==> src/hdl/rlb_pkg.sv <==
// ----------------------------------------------------------------------------
// rlb_pkg
// Shared types, constants and fixed-point helpers for the RGBA layer blender.
// ----------------------------------------------------------------------------
package rlb_pkg;

  typedef logic [16:0] q16_t;
  typedef logic [255:0][16:0] dtab_t;

  localparam q16_t ONE  = 17'h10000;
  localparam q16_t HALF = 17'h08000;

  typedef enum logic [3:0] {
    MODE_NORMAL   = 4'd0,
    MODE_DARKEN   = 4'd1,
    MODE_MULTIPLY = 4'd2,
    MODE_BURN     = 4'd3,
    MODE_LIGHTEN  = 4'd4,
    MODE_SCREEN   = 4'd5,
    MODE_PLUS     = 4'd6,
    MODE_DODGE    = 4'd7,
    MODE_OVERLAY  = 4'd8,
    MODE_SOFT     = 4'd9,
    MODE_HARD     = 4'd10,
    MODE_DIFF     = 4'd11,
    MODE_EXCL     = 4'd12
  } mode_t;

  localparam logic REG_BLEND_MODE    = 1'b0;
  localparam logic REG_LAYER_OPACITY = 1'b1;

  // Divider steps, one quotient bit per stage.
  localparam int DIV_STEPS = 16;
  // Non-division blends are ready at stage 3 and wait for the quotient.
  localparam int ND_DEPTH  = DIV_STEPS - 2;
  localparam int LANE_LAT  = DIV_STEPS + 1;
  localparam int MIX_LAT   = 3;
  localparam int OUT_LAT   = LANE_LAT + MIX_LAT;

  // Skip thresholds: opacity*1000 <= 2^16 and (opacity*mask)*1000 <= 2^32.
  localparam logic [16:0] SKIP_OP_MAX = 17'd65;
  localparam logic [33:0] SKIP_OM_MAX = 34'd4294967;

  // c*65536/255 rounded equals c*257 plus one for the upper half of codes.
  function automatic q16_t to_q16(input logic [7:0] c);
    return {1'b0, c, c} + {16'b0, c[7]};
  endfunction

  function automatic q16_t sat1(input logic [17:0] v);
    return (v > 18'(ONE)) ? ONE : v[16:0];
  endfunction

  function automatic longint unsigned sqrt_round(input longint unsigned x);
    longint unsigned r;
    longint unsigned bt;
    longint unsigned v;
    r  = 0;
    bt = 64'h4000_0000_0000_0000;
    v  = x;
    while (bt > v) bt = bt >> 2;
    while (bt != 0) begin
      if (v >= r + bt) begin
        v = v - (r + bt);
        r = (r >> 1) + bt;
      end else begin
        r = r >> 1;
      end
      bt = bt >> 2;
    end
    if (x - r * r > r) r = r + 1;
    return r;
  endfunction

  // Soft-light D(b) for every base code: a cubic for dark bases, else sqrt.
  function automatic dtab_t build_dtab();
    dtab_t tab;
    longint unsigned b;
    longint unsigned b2;
    longint unsigned b3;
    longint unsigned pos;
    longint unsigned neg;
    longint unsigned d;
    tab = '0;
    for (int c = 0; c < 256; c++) begin
      b = 64'(to_q16(8'(c)));
      if (b <= 64'd16384) begin
        b2  = (b * b + 64'd32768) >> 16;
        b3  = (b2 * b + 64'd32768) >> 16;
        pos = 4 * b + 16 * b3;
        neg = 12 * b2;
        d   = (pos > neg) ? pos - neg : 64'd0;
      end else begin
        d = sqrt_round(b << 16);
      end
      tab[c] = 17'(d);
    end
    return tab;
  endfunction

  localparam dtab_t D_TAB = build_dtab();

endpackage

==> src/hdl/rlb_mix.sv <==
// ----------------------------------------------------------------------------
// rlb_mix
// Weighted mix of base and blend values, rounded and clamped to 8 bits.
// ----------------------------------------------------------------------------
module rlb_mix import rlb_pkg::*; (
  input  logic       clk,
  input  q16_t       base_q,
  input  q16_t       blend_q,
  input  q16_t       eff,
  output logic [7:0] byte_out
);

  logic [33:0] p_b, p_l;
  logic [34:0] acc;
  logic [42:0] scaled;
  logic [10:0] v;

  always_ff @(posedge clk) begin
    p_b <= 34'(base_q) * 34'(q16_t'(ONE - eff));
    p_l <= 34'(blend_q) * 34'(eff);
    acc <= 35'(p_b) + 35'(p_l);
  end

  // acc*255 done as acc*256 - acc.
  always_comb begin
    scaled = (43'(acc) << 8) - 43'(acc) + (43'd1 << 31);
    v      = scaled[42:32];
  end

  always_ff @(posedge clk) begin
    byte_out <= (v > 11'd255) ? 8'hFF : v[7:0];
  end

endmodule

==> config.mk <==
export PLATFORM = sky130hd
export DESIGN_NAME = rlb_mix
export DESIGN_NICKNAME = d
export VERILOG_FILES = /design/src/hdl/rlb_pkg.sv /design/src/hdl/rlb_mix.sv
export SDC_FILE = /design/constraint.sdc
export NUM_CORES = 2
export LEC_CHECK = 0
export ABC_AREA = 1
export BUFFER_PORTS_ARGS = -buffer_cell sky130_fd_sc_hd__buf_2
export CAP_MARGIN = 10
export CORE_MARGIN = 4
export CORE_UTILIZATION = 57
export DETAILED_ROUTE_END_ITERATION = 12
export HOLD_SLACK_MARGIN = 0.05
export PLACE_DENSITY_LB_ADDON = 0.3
export SETUP_SLACK_MARGIN = 0.2
export SYNTH_ARGS = -nofsm -noshare
export SYNTH_HDL_FRONTEND = slang
export SYNTH_SLANG_ARGS = --single-unit
==> constraint.sdc <==
create_clock -name clk -period 7.9 [get_ports clk]
set_input_delay 0.79 -clock clk [delete_from_list [all_inputs] [get_ports clk]]
set_output_delay 0.79 -clock clk [all_outputs]
set_load 0.02 [all_outputs]
==> flow_metrics.env <==
export IMPL_cp_end_kind="register"
export IMPL_die_h_um=226
export IMPL_fin_util_pct=60.3
export IMPL_io_buffers=59
export IMPL_cp_slowest_cell="fa_1"
export IMPL_grt_pass1_wl_mm=121
export IMPL_synthCells=3678
export IMPL_synth_top_flop_cell="dfxtp_1"
export IMPL_crit_path_max_incr_delay_ns=0.59
export IMPL_status="finished clean"
export IMPL_layout_nets=4483
export IMPL_rows=79
export IMPL_synth_seq_cells=111
export IMPL_routedWlPerCell_um=17.1
export IMPL_synthesis_area_um2=27000
export IMPL_cts_sinks=111
export IMPL_critPathKind="in -> reg"
export IMPL_multiInputGateArea_um2=20900
export IMPL_initial_core_util_pct=57.9
export IMPL_synthDistinctLibCells=46
export IMPL_yosysWarnings=0
export IMPL_register_area_um2=2220
export IMPL_cp_required_ns=8.19
export IMPL_cts_tree="yes"
export IMPL_clock_path_buffers=2
export IMPL_firstDrtPassIters=6
export IMPL_synth_nets=4490
export IMPL_final_common_cell="nand2_1"
export IMPL_fp_dieW_um=226
export IMPL_period_share_pct=89.9
export IMPL_critical_path_most_common_cell="nand2_1"
export IMPL_n_antenna_cell=0
export IMPL_reg2reg_setup_slack_ns=5.33
export IMPL_drtAntennaViolNets=0
export IMPL_relSlewSlack_pct=41.6
export IMPL_grt_ovfl_total=0
export IMPL_rsz0062_at_grt="no"
export IMPL_hold_slack_ns=0.454
export IMPL_fin_area_um2=28100
export IMPL_skew_ns=0.0122
export IMPL_path_clk_slew_ns=0.08
export IMPL_vias_per_cell=5.38
export IMPL_synth_avg_cell_area_um2=7.34
export IMPL_h_tree_depth=3
export IMPL_crit_arrival_ns=7.39
export IMPL_cts_buffers=9
export IMPL_worst_slew_pin_slew_ns=0.876
export IMPL_startpoint_type="primary input"
export IMPL_hold_buffers=0
export IMPL_num_vias=23000
export IMPL_drv_slew=0
export IMPL_setup_violations_final=0
export IMPL_ys_async_sr_fraction_pct=0
export IMPL_fillCellCount=4412
export IMPL_fmaxAchievable_ghz=0.141
export IMPL_max_cap_violations=0
export IMPL_placed_area_um2=27800
export IMPL_drc=0
export IMPL_grt_pass1_vias=23500
export IMPL_dieArea_um2=50900
export IMPL_drt_first_iter_violations=1981
export IMPL_cts_resized=0
export IMPL_pin_count=60
export IMPL_setup_tns_final_ns=0
export IMPL_clock_latency_ns=0.36
export IMPL_final_min_clock_period_ns=7.10
export IMPL_worstHoldPathType="reg -> reg"
export IMPL_coreArea_um2=46700
export IMPL_gp_congestion=1.00
export IMPL_wl_mm=73.2
export IMPL_root_buffer="clkbuf_16"
export IMPL_place_hpwl_mm=62.0
export IMPL_grt_usage_pct=29.8
export IMPL_synth_edff_count=0
export IMPL_drive_above_1_share_pct=3.40
export IMPL_syn_to_final_growth_pct=4.14
export IMPL_hold_viol=0
export IMPL_grt_max_degree=29
export IMPL_antenna_found_initial=1
export IMPL_layout_common_cells="nand2_1 (948), inv_1 (916), fa_1 (449), ha_1 (311), nor2_1 (286)"
export IMPL_post_cts_buffers=0
export IMPL_ys_seq_area_share_pct=8.23
export IMPL_worstPathMaxFanout=19
-- synthesized netlist by cell type, types with 28 or more instances --
cell,instances,area [µm²]
nand2_1,948,3560
ha_1,311,3890
nor2_1,286,1070
inv_1,916,3440
xor2_1,54,473
dfxtp_1,111,2220
nand4_1,28,175
fa_1,449,8990
a21oi_1,122,611
o21ai_0,57,285
nand3_1,106,531
clkbuf_1,73,274
-- path summary, 6_finish.rpt --
kind | start | to | cells past startpoint
worst max-delay path | eff[1] | p_b[28] | 31
worst min-delay path | p_l[0] | acc[0] | 1
worst max register to register | p_l[0] | acc[26] | 11
worst min register to register | p_l[0] | acc[0] | 1
-- metal layers --
metal	up-vias	GRT usage, %	part of all wire [%]
li1	10900	-	-
met1	10900	40.6	42
met2	1047	49.2	46
met3	207	5.26	8.8
met4	0	9.15	3.8
met5	-	0	0
-- state kept, by name, indices dropped and copies added (netlist names) --
signal	cells
acc	35
p_b	34
p_l	34
byte_out	8
-- cell families (layout without fill, tap and decap cells) --
kind of cell	count (synthesis)	in the layout	share of synthesized area, %
adders and majority gates	760	760	47.7
AOI/OAI and AO/OA	261	261	5.53
xor gates and xnor gates	81	81	2.63
buffers and inverters	1030	1028	14.5
DFF	111	111	8.23
and+or+nand+nor	1435	1435	21.4
-- final cells by class --
class                   instances  share of cell area (%)
inverters                     929                    12.4
repair buffers                 83                    1.69
flip-flops and latches        111                    7.90
multi-input cells            2537                    74.2
well taps                     607                    2.70
clock buffers                   9                   0.801
clock inverters                 7                   0.320
-- worst max-delay path, delay by kind of cell --
kind | cells | cell delay (ns)
XOR/XNOR | 1 | 0.14
buffers and inverters | 9 | 1.11
adder cells (fa/ha/maj) | 8 | 3.60
AND/OR/NAND/NOR | 13 | 1.72
-- metrics by stage --
step                setup slack, ns  instances
floorplan                      1.25       3678
global placement              0.647       4267
detailed placement            0.598       4267
CTS                           0.972       4283
global route                  0.513       4283
finish                        0.802       4283
Power is left out: the tool's default activity adds up to more than one toggle a clock period on the data nets, which glitch-free logic cannot reach.
